$ cat config.mk
export PLATFORM = sky130hd
export DESIGN_NAME = wildcard_text_matcher_core
export DESIGN_NICKNAME = d
export VERILOG_FILES = /design/src/rtl/wtm_pkg.sv /design/src/rtl/wildcard_text_matcher_core.sv /design/src/rtl/wtm_input_reg.sv /design/src/rtl/wtm_pattern_store.sv /design/src/rtl/wtm_position_tracker.sv
export SDC_FILE = /design/constraint.sdc
export NUM_CORES = 1
export LEC_CHECK = 0
export ABC_AREA = 1
export BUFFER_PORTS_ARGS = -buffer_cell sky130_fd_sc_hd__buf_2
export CAP_MARGIN = 40
export CORE_AREA = 2 2 159 224
export CTS_CLUSTER_DIAMETER = 200
export DETAILED_ROUTE_END_ITERATION = 8
export DIE_AREA = 0 0 161 226
export GPL_ROUTABILITY_DRIVEN = 0
export GPL_TIMING_DRIVEN = 0
export PLACE_DENSITY_LB_ADDON = 0.15
export SLEW_MARGIN = 20
export SYNTH_ARGS = -nofsm -noshare
export SYNTH_HDL_FRONTEND = slang
export SYNTH_SLANG_ARGS = --single-unit
$ cat constraint.sdc
create_clock -name aclk -period 9 [get_ports aclk]
set_input_delay 1.8 -clock aclk [delete_from_list [all_inputs] [get_ports aclk]]
set_output_delay 1.8 -clock aclk [all_outputs]
set_load 0.005 [all_outputs]
$ cat src/rtl/wtm_pkg.sv
// Package for the wildcard text matcher: word types, request codes, pattern view,
// and the byte helpers shared by the pattern store and the position tracker.
// No dependencies.
`timescale 1ns / 1ps

package wtm_pkg;

    localparam int PATTERN_MAX = 32;
    localparam int LEN_W       = $clog2(PATTERN_MAX + 1);

    localparam logic [7:0] STAR_CODE   = 8'h2A;
    localparam logic [7:0] SPACE_TOP   = 8'h20;
    localparam logic [7:0] LOWER_A     = 8'h61;
    localparam logic [7:0] LOWER_Z     = 8'h7A;
    localparam logic [7:0] CASE_OFFSET = 8'h20;

    typedef enum logic [1:0] {
        REQ_CLEAR  = 2'd0,
        REQ_APPEND = 2'd1,
        REQ_SOURCE = 2'd2,
        REQ_END    = 2'd3
    } req_type_t;

    typedef struct packed {
        req_type_t   req_type;
        logic [7:0]  char_code;
    } in_word_t;

    typedef struct packed {
        logic matched;
        logic pattern_overflow;
    } out_word_t;

    typedef struct packed {
        logic [PATTERN_MAX-1:0][7:0] entry;
        logic [PATTERN_MAX-1:0]      is_star;
        logic [PATTERN_MAX-1:0]      is_ws;
        logic [PATTERN_MAX-1:0]      in_use;
        logic [LEN_W-1:0]            len;
        logic                        overflow;
    } pat_view_t;

    function automatic logic is_space(input logic [7:0] c);
        return c <= SPACE_TOP;
    endfunction

    function automatic logic [7:0] to_upper(input logic [7:0] c);
        if (c >= LOWER_A && c <= LOWER_Z) begin
            return c - CASE_OFFSET;
        end
        return c;
    endfunction

    // Stars never sit next to each other in the store, so one level suffices.
    function automatic logic [PATTERN_MAX:0] closure(input logic [PATTERN_MAX:0] a,
                                                     input pat_view_t p);
        logic [PATTERN_MAX:0] c;
        c = a;
        for (int i = 0; i < PATTERN_MAX; i++) begin
            c[i+1] = c[i+1] | (a[i] & p.is_star[i] & p.in_use[i]);
        end
        return c;
    endfunction

endpackage

$ cat src/rtl/wildcard_text_matcher_core.sv
// Top level of the wildcard text matcher: input register, pattern store, position
// tracker and result register. Depends on wtm_pkg and the wtm_* modules.
`timescale 1ns / 1ps

// Load a pattern with clear and append words, then stream source bytes and close
// with an end-of-source word, which returns one result word (match flag and
// pattern overflow flag) and rearms for the next source. Each word is handled when
// it is taken: the active-position vector advances a full byte per cycle, including
// the extra whitespace step taken before a byte that ends a deferred whitespace run.
// Words flow at one per clock; an end-of-source word waits in the input register
// only while the result register still holds a word that has not been taken.
// The pattern holds up to PATTERN_MAX entries; there is no clearing pass.

module wildcard_text_matcher_core
    import wtm_pkg::*;
(
    input  logic      aclk,
    input  logic      aresetn,
    input  logic      s_valid,
    output logic      s_ready,
    input  in_word_t  s_data,
    output logic      m_valid,
    input  logic      m_ready,
    output out_word_t m_data
);

    in_word_t  word;
    logic      word_valid;
    logic      take;
    logic      matched;
    pat_view_t pat;
    logic      out_valid_reg, out_valid_next;
    out_word_t out_data_reg;

    assign take = word_valid && (word.req_type != REQ_END || !out_valid_reg || m_ready);

    wtm_input_reg u_input_reg (
        .aclk       (aclk),
        .aresetn    (aresetn),
        .s_valid    (s_valid),
        .s_ready    (s_ready),
        .s_data     (s_data),
        .take       (take),
        .word_valid (word_valid),
        .word       (word)
    );

    wtm_pattern_store u_pattern_store (
        .aclk    (aclk),
        .aresetn (aresetn),
        .go      (take),
        .word    (word),
        .pat     (pat)
    );

    wtm_position_tracker u_position_tracker (
        .aclk    (aclk),
        .aresetn (aresetn),
        .go      (take),
        .word    (word),
        .pat     (pat),
        .matched (matched)
    );

    always_comb begin
        out_valid_next = out_valid_reg;
        if (take && word.req_type == REQ_END) begin
            out_valid_next = 1'b1;
        end else if (m_ready) begin
            out_valid_next = 1'b0;
        end
    end

    always_ff @(posedge aclk) begin
        if (!aresetn) begin
            out_valid_reg <= 1'b0;
        end else begin
            out_valid_reg <= out_valid_next;
        end
    end

    always_ff @(posedge aclk) begin
        if (take && word.req_type == REQ_END) begin
            out_data_reg.matched          <= matched;
            out_data_reg.pattern_overflow <= pat.overflow;
        end
    end

    assign m_valid = out_valid_reg;
    assign m_data  = out_data_reg;

    a_result_source: assert property (@(posedge aclk) disable iff (!aresetn)
        $rose(m_valid) |-> $past(take && word.req_type == REQ_END))
        else $error("result word without end-of-source word");

endmodule

$ cat src/rtl/wtm_input_reg.sv
// Input register of the wildcard text matcher: holds one word until the core takes it.
// Depends on wtm_pkg.
`timescale 1ns / 1ps

module wtm_input_reg
    import wtm_pkg::*;
(
    input  logic     aclk,
    input  logic     aresetn,
    input  logic     s_valid,
    output logic     s_ready,
    input  in_word_t s_data,
    input  logic     take,
    output logic     word_valid,
    output in_word_t word
);

    logic     valid_reg;
    logic     valid_next;
    in_word_t word_reg;

    assign s_ready    = !valid_reg || take;
    assign word_valid = valid_reg;
    assign word       = word_reg;

    always_comb begin
        valid_next = valid_reg;
        if (s_valid && s_ready) begin
            valid_next = 1'b1;
        end else if (take) begin
            valid_next = 1'b0;
        end
    end

    always_ff @(posedge aclk) begin
        if (!aresetn) begin
            valid_reg <= 1'b0;
        end else begin
            valid_reg <= valid_next;
        end
    end

    always_ff @(posedge aclk) begin
        if (s_valid && s_ready) begin
            word_reg <= s_data;
        end
    end

endmodule

$ cat src/rtl/wtm_pattern_store.sv
// Pattern store: trims, merges and upper-cases pattern bytes into the entry registers.
// Depends on wtm_pkg.
`timescale 1ns / 1ps

module wtm_pattern_store
    import wtm_pkg::*;
(
    input  logic      aclk,
    input  logic      aresetn,
    input  logic      go,
    input  in_word_t  word,
    output pat_view_t pat
);

    logic [PATTERN_MAX-1:0][7:0] entry_reg;
    logic [LEN_W-1:0]            len_reg, len_next, len_mid;
    logic                        pend_reg, pend_next;
    logic                        ovf_reg, ovf_next;
    logic                        last_star_reg, last_star_next;
    logic                        wr_space, wr_char, star_mid;
    logic [7:0]                  upper;

    assign upper = to_upper(word.char_code);

    always_comb begin
        len_next       = len_reg;
        pend_next      = pend_reg;
        ovf_next       = ovf_reg;
        last_star_next = last_star_reg;
        len_mid        = len_reg;
        star_mid       = last_star_reg;
        wr_space       = 1'b0;
        wr_char        = 1'b0;
        if (go) begin
            unique case (word.req_type)
                REQ_CLEAR: begin
                    len_next       = '0;
                    pend_next      = 1'b0;
                    ovf_next       = 1'b0;
                    last_star_next = 1'b0;
                end
                REQ_APPEND: begin
                    if (is_space(word.char_code)) begin
                        if (len_reg != '0) begin
                            pend_next = 1'b1;
                        end
                    end else begin
                        if (pend_reg) begin
                            pend_next = 1'b0;
                            if (len_reg < LEN_W'(PATTERN_MAX)) begin
                                wr_space = 1'b1;
                                len_mid  = len_reg + LEN_W'(1);
                                star_mid = 1'b0;
                            end else begin
                                ovf_next = 1'b1;
                            end
                        end
                        len_next       = len_mid;
                        last_star_next = star_mid;
                        if (!(upper == STAR_CODE && star_mid)) begin
                            if (len_mid < LEN_W'(PATTERN_MAX)) begin
                                wr_char        = 1'b1;
                                len_next       = len_mid + LEN_W'(1);
                                last_star_next = (upper == STAR_CODE);
                            end else begin
                                ovf_next = 1'b1;
                            end
                        end
                    end
                end
                default: ;
            endcase
        end
    end

    always_ff @(posedge aclk) begin
        if (!aresetn) begin
            len_reg       <= '0;
            pend_reg      <= 1'b0;
            ovf_reg       <= 1'b0;
            last_star_reg <= 1'b0;
        end else begin
            len_reg       <= len_next;
            pend_reg      <= pend_next;
            ovf_reg       <= ovf_next;
            last_star_reg <= last_star_next;
        end
    end

    always_ff @(posedge aclk) begin
        for (int j = 0; j < PATTERN_MAX; j++) begin
            if (wr_space && len_reg == LEN_W'(j)) begin
                entry_reg[j] <= SPACE_TOP;
            end
            if (wr_char && len_mid == LEN_W'(j)) begin
                entry_reg[j] <= upper;
            end
        end
    end

    always_comb begin
        pat.entry    = entry_reg;
        pat.len      = len_reg;
        pat.overflow = ovf_reg;
        for (int j = 0; j < PATTERN_MAX; j++) begin
            pat.is_star[j] = (entry_reg[j] == STAR_CODE);
            pat.is_ws[j]   = is_space(entry_reg[j]);
            pat.in_use[j]  = (LEN_W'(j) < len_reg);
        end
    end

    a_len_bound: assert property (@(posedge aclk) disable iff (!aresetn)
        len_reg <= LEN_W'(PATTERN_MAX))
        else $error("pattern length beyond store");

    a_ovf_full: assert property (@(posedge aclk) disable iff (!aresetn)
        ovf_reg |-> len_reg == LEN_W'(PATTERN_MAX))
        else $error("overflow flagged with room left in store");

endmodule

$ cat src/rtl/wtm_position_tracker.sv
// Position tracker: bit vector of active pattern positions, advanced per source byte,
// with deferred whitespace handling. Depends on wtm_pkg.
`timescale 1ns / 1ps

module wtm_position_tracker
    import wtm_pkg::*;
(
    input  logic      aclk,
    input  logic      aresetn,
    input  logic      go,
    input  in_word_t  word,
    input  pat_view_t pat,
    output logic      matched
);

    localparam logic [PATTERN_MAX:0] ARMED = (PATTERN_MAX+1)'(1);

    logic [PATTERN_MAX:0] act_reg, act_next, act_mid, act_closed;
    logic                 seen_reg, seen_next;
    logic                 pend_reg, pend_next;

    function automatic logic [PATTERN_MAX:0] advance(input logic [PATTERN_MAX:0] a_raw,
                                                     input logic [7:0] c,
                                                     input pat_view_t p);
        logic [PATTERN_MAX:0] a;
        logic [PATTERN_MAX:0] nxt;
        logic                 ws;
        logic [7:0]           u;
        a   = closure(a_raw, p);
        ws  = is_space(c);
        u   = to_upper(c);
        nxt = '0;
        for (int j = 0; j < PATTERN_MAX; j++) begin
            nxt[j+1] = nxt[j+1] | (a[j+1] & ws & p.is_ws[j]);
            if (p.in_use[j]) begin
                nxt[j] = nxt[j] | (a[j] & p.is_star[j]);
                if (p.is_ws[j]) begin
                    nxt[j+1] = nxt[j+1] | (a[j] & ws);
                end else if (!p.is_star[j] && !ws && u == p.entry[j]) begin
                    nxt[j+1] = nxt[j+1] | a[j];
                end
            end
        end
        return nxt;
    endfunction

    assign act_closed = closure(act_reg, pat);
    assign matched    = act_closed[pat.len];
    assign act_mid    = pend_reg ? advance(act_reg, SPACE_TOP, pat) : act_reg;

    always_comb begin
        act_next  = act_reg;
        seen_next = seen_reg;
        pend_next = pend_reg;
        if (go) begin
            unique case (word.req_type)
                REQ_SOURCE: begin
                    if (is_space(word.char_code)) begin
                        if (seen_reg) begin
                            pend_next = 1'b1;
                        end
                    end else begin
                        act_next  = advance(act_mid, word.char_code, pat);
                        pend_next = 1'b0;
                        seen_next = 1'b1;
                    end
                end
                default: begin
                    act_next  = ARMED;
                    seen_next = 1'b0;
                    pend_next = 1'b0;
                end
            endcase
        end
    end

    always_ff @(posedge aclk) begin
        if (!aresetn) begin
            act_reg  <= ARMED;
            seen_reg <= 1'b0;
            pend_reg <= 1'b0;
        end else begin
            act_reg  <= act_next;
            seen_reg <= seen_next;
            pend_reg <= pend_next;
        end
    end

    a_rearm: assert property (@(posedge aclk) disable iff (!aresetn)
        go && word.req_type != REQ_SOURCE |=> act_reg == ARMED && !seen_reg && !pend_reg)
        else $error("source side not rearmed");

    a_within_len: assert property (@(posedge aclk) disable iff (!aresetn)
        (act_reg >> pat.len) <= ARMED)
        else $error("active position beyond pattern end");

endmodule
==> impl_metrics.json <==
{
  "place.detailed.hpwl_um": 57700,
  "ir_drop_v": 0.000176,
  "synthDistinctLibCells": 47,
  "number_of_buffers_inserted_by_port_buffering": 17,
  "worstSkewPairLatency_ns": 0.55,
  "netlist_top_cells_count": "650 x nand2_1, 433 x nor2_1, 268 x edfxtp_1, 268 x inv_1, 246 x nand3_1",
  "wl_met2_um": 34100,
  "fmax_mhz": 212,
  "syn_area_um2": 20400,
  "cp.arrival_ns": 4.87,
  "status": "finished, final reports clean",
  "groute.usage.overall": 0.442,
  "timing.hold.worst_path_depth": 2,
  "routedWlPerCell_um": 24.7,
  "ant_nets": 0,
  "timing.critical_path.from_type": "flop",
  "antenna_found_initial": 1,
  "routed_wirelength_um": 80800,
  "most_repeated_cell_in_the_gate_level_netlist_after_synthesis": "nand2_1",
  "ff_latch_area_um2": 8970,
  "met1_length_um": 25500,
  "synth_top_area_cells": "edfxtp_1 39%, nand2_1 12%, nor2_1 8.0%, nand3_1 6.0%, inv_1 4.9%",
  "timing.final.hold_violations": 0,
  "initial_cell_density_of_the_core": 0.593,
  "postCtsHoldBufs": 0,
  "worstMarginPinSlew_ns": 1.04,
  "io-pin-count": 18,
  "cp.required_ns": 9.16,
  "endpoint_class_of_the_critical_path": "flop",
  "num_rows": 81,
  "dieWidth_um": 161,
  "final.setup.tns_ns": 0,
  "grt_setup_unrepaired": "no",
  "final-setup-viol-count": 0,
  "grt_pass1_vias": 19900,
  "clock_tree.htree_level_count": 2,
  "synth-xor-area-share": 0.0849,
  "synth_top_cell_by_area": "edfxtp_1",
  "cts_inserted_buffers": 34,
  "fin_util": 0.657,
  "grt_first_pass_wirelength_um": 117000,
  "synth_area_in_compound_gates": 0.0658,
  "drt_first_pass_iters": 9,
  "worst-setup-path-type": "flop to flop",
  "postSynthAreaPerCell_um2": 7.57,
  "ff2ff_path_depth": 13,
  "synth.yosys.seq_area_share": 0.439,
  "largest_register_ffs": 256,
  "top_layer": "met4",
  "grt_start_max_net_pins": 15,
  "hold_slack_ns": 0.463,
  "regToRegSetupSlack_ns": 4.29,
  "report.final.slew_viol_count": 0,
  "synth_area_in_adders": 0.00551,
  "post_synth_and_or_nand_nor_area_fraction": 0.334,
  "synth.area.mux_share": 0,
  "clkSlewWorstSetupHoldPaths_ns": 0.07,
  "synth_top_cell_area_share": 0.394,
  "first_iter_violations": 3360,
  "max_cap_violations": 0,
  "grt_overflow": 0,
  "max-slew-margin-rel": 0.306,
  "cts_root_buf": "clkbuf_16",
  "synthFlopType": "edfxtp_1",
  "core-area_um2": 34500,
  "synth_nets": 2724,
  "min_period_over_period": 0.524,
  "async_flop_share": 0,
  "postCtsResizedCells": 0,
  "yosysWarningCount": 0,
  "dieArea_um2": 36400,
  "fill_cells": 2969,
  "die-height_um": 226,
  "post_route_cells_drive_above_1_share": 0.0811,
  "power_leakage_nw": 9.92,
  "critical_path.max_fanout": 10,
  "multi_input_area_um2": 10000,
  "power_density_nw_per_um2": 147,
  "syn_inst": 2701,
  "postSynthRegisterBits": 314,
  "drcViolationCount": 0,
  "type_of_the_worst_min_delay_path": "flop to flop",
  "synth-edff-count": 268,
  "viasPerCell": 6.38,
  "syn_to_final_growth_pct": 10.7,
  "skew_ns": 0.0221,
  "final_nets": 2820,
  "vias": 20900,
  "cts_sinks": 314,
  "wl_met3_um": 11900,
  "period_needed_ns": 4.71,
  "clock_tree_from_tritoncts": "built",
  "largest_family_of_logic_cells_by_synthesized_area": "simple AND/OR/NAND/NOR gates",
  "cts_setup_buffers": 0,
  "max-clock-path-buffers": 3
}
==> critical path, cell delays in order, from the launching register on <==
cell and delay [ns]:
dfxtp_1 0.38, buf_2 0.34, nand2_1 0.42, inv_1 0.49, nand3_1 0.26, xor2_1 0.26, inv_1 0.13, nor2_1 0.21
a21oi_4 0.09, nor2_8 0.19, nand2_1 0.09, nor2_1 0.49, nand2_1 0.39, o21ai_1 0.55
==> metal layers <==
metal / global-route usage / vias to the layer above
li1: - / 9082
met1: 0.499 / 9539
met2: 0.677 / 1706
met3: 0.135 / 584
met4: 0.394 / 0
met5: 0.00413 / -
==> cells by family after synthesis <==
kind of cell	count (synthesis)
XOR/XNOR	198
AND/OR/NAND/NOR	1564
AO/OA/AOI/OAI	241
flip-flops	314
buffers and inverters	375
adder cells (fa/ha/maj)	9
==> stage by stage <==
stage               setup WS (ns)  total power [mW]  cells  cell area [um2]
finish                       4.29              3.32   3279            22600
floorplan                    4.95              1.73   2701            20400
global route                 4.38              3.35   3278            22600
global placement             4.68              1.84   3174            21100
detailed placement           4.63              1.85   3210            21400
CTS                          4.63              3.28   3271            22600
==> area by class of cell <==
type	instances	share of cell area
repair buffers	60	0.0199
flip-flops and latches	314	0.396
well taps	456	0.0252
clock inverters	16	0.00730
plain buffers	94	0.0181
clock buffers	45	0.0431
diodes	1	0.000111
multi-input cells	2012	0.443
inverters	281	0.0467
==> power by group <==
part / total (mW) / switching, mW / internal (mW)
Sequential: 1.56 / 0.00296 / 1.56
Combinational: 0.281 / 0.213 / 0.0684
Clock: 1.47 / 0.620 / 0.854
Total: 3.32 / 0.835 / 2.48
==> placed cells by master, fill, tap and decap left out, types with 8 or more instances in the layout <==
| master | count |
|---|---|
| clkbuf_1 | 55 |
| buf_2 | 65 |
| a22oi_1 | 11 |
| nand2_2 | 13 |
| nand3_1 | 246 |
| dfxtp_1 | 46 |
| edfxtp_1 | 268 |
| o21ai_0 | 99 |
| clkbuf_16 | 37 |
| or2_2 | 19 |
| inv_1 | 268 |
| xnor2_1 | 108 |
| nand2_1 | 650 |
| buf_6 | 19 |
| nand4_1 | 65 |
| ha_1 | 9 |
| and3_1 | 8 |
| o21ai_1 | 15 |
| a21oi_1 | 79 |
| nor4_1 | 12 |
| xor2_1 | 90 |
| nor2_1 | 433 |
| o21bai_1 | 8 |
| nor3_1 | 75 |
| nand3_2 | 13 |
| inv_2 | 8 |
==> path summary, 6_finish.rpt <==
| kind | from | endpoint |
|---|---|---|
| setup / recovery | u_pattern_store.len_reg[1] | u_pattern_store.pat[212] |
| hold / removal | u_position_tracker.act_reg[27] | u_position_tracker.act_reg[27] |
| setup reg to reg | u_pattern_store.len_reg[1] | u_pattern_store.pat[212] |
| hold reg to reg | u_position_tracker.act_reg[27] | u_position_tracker.act_reg[27] |
Note: power is estimated with default switching activity, not from simulation.
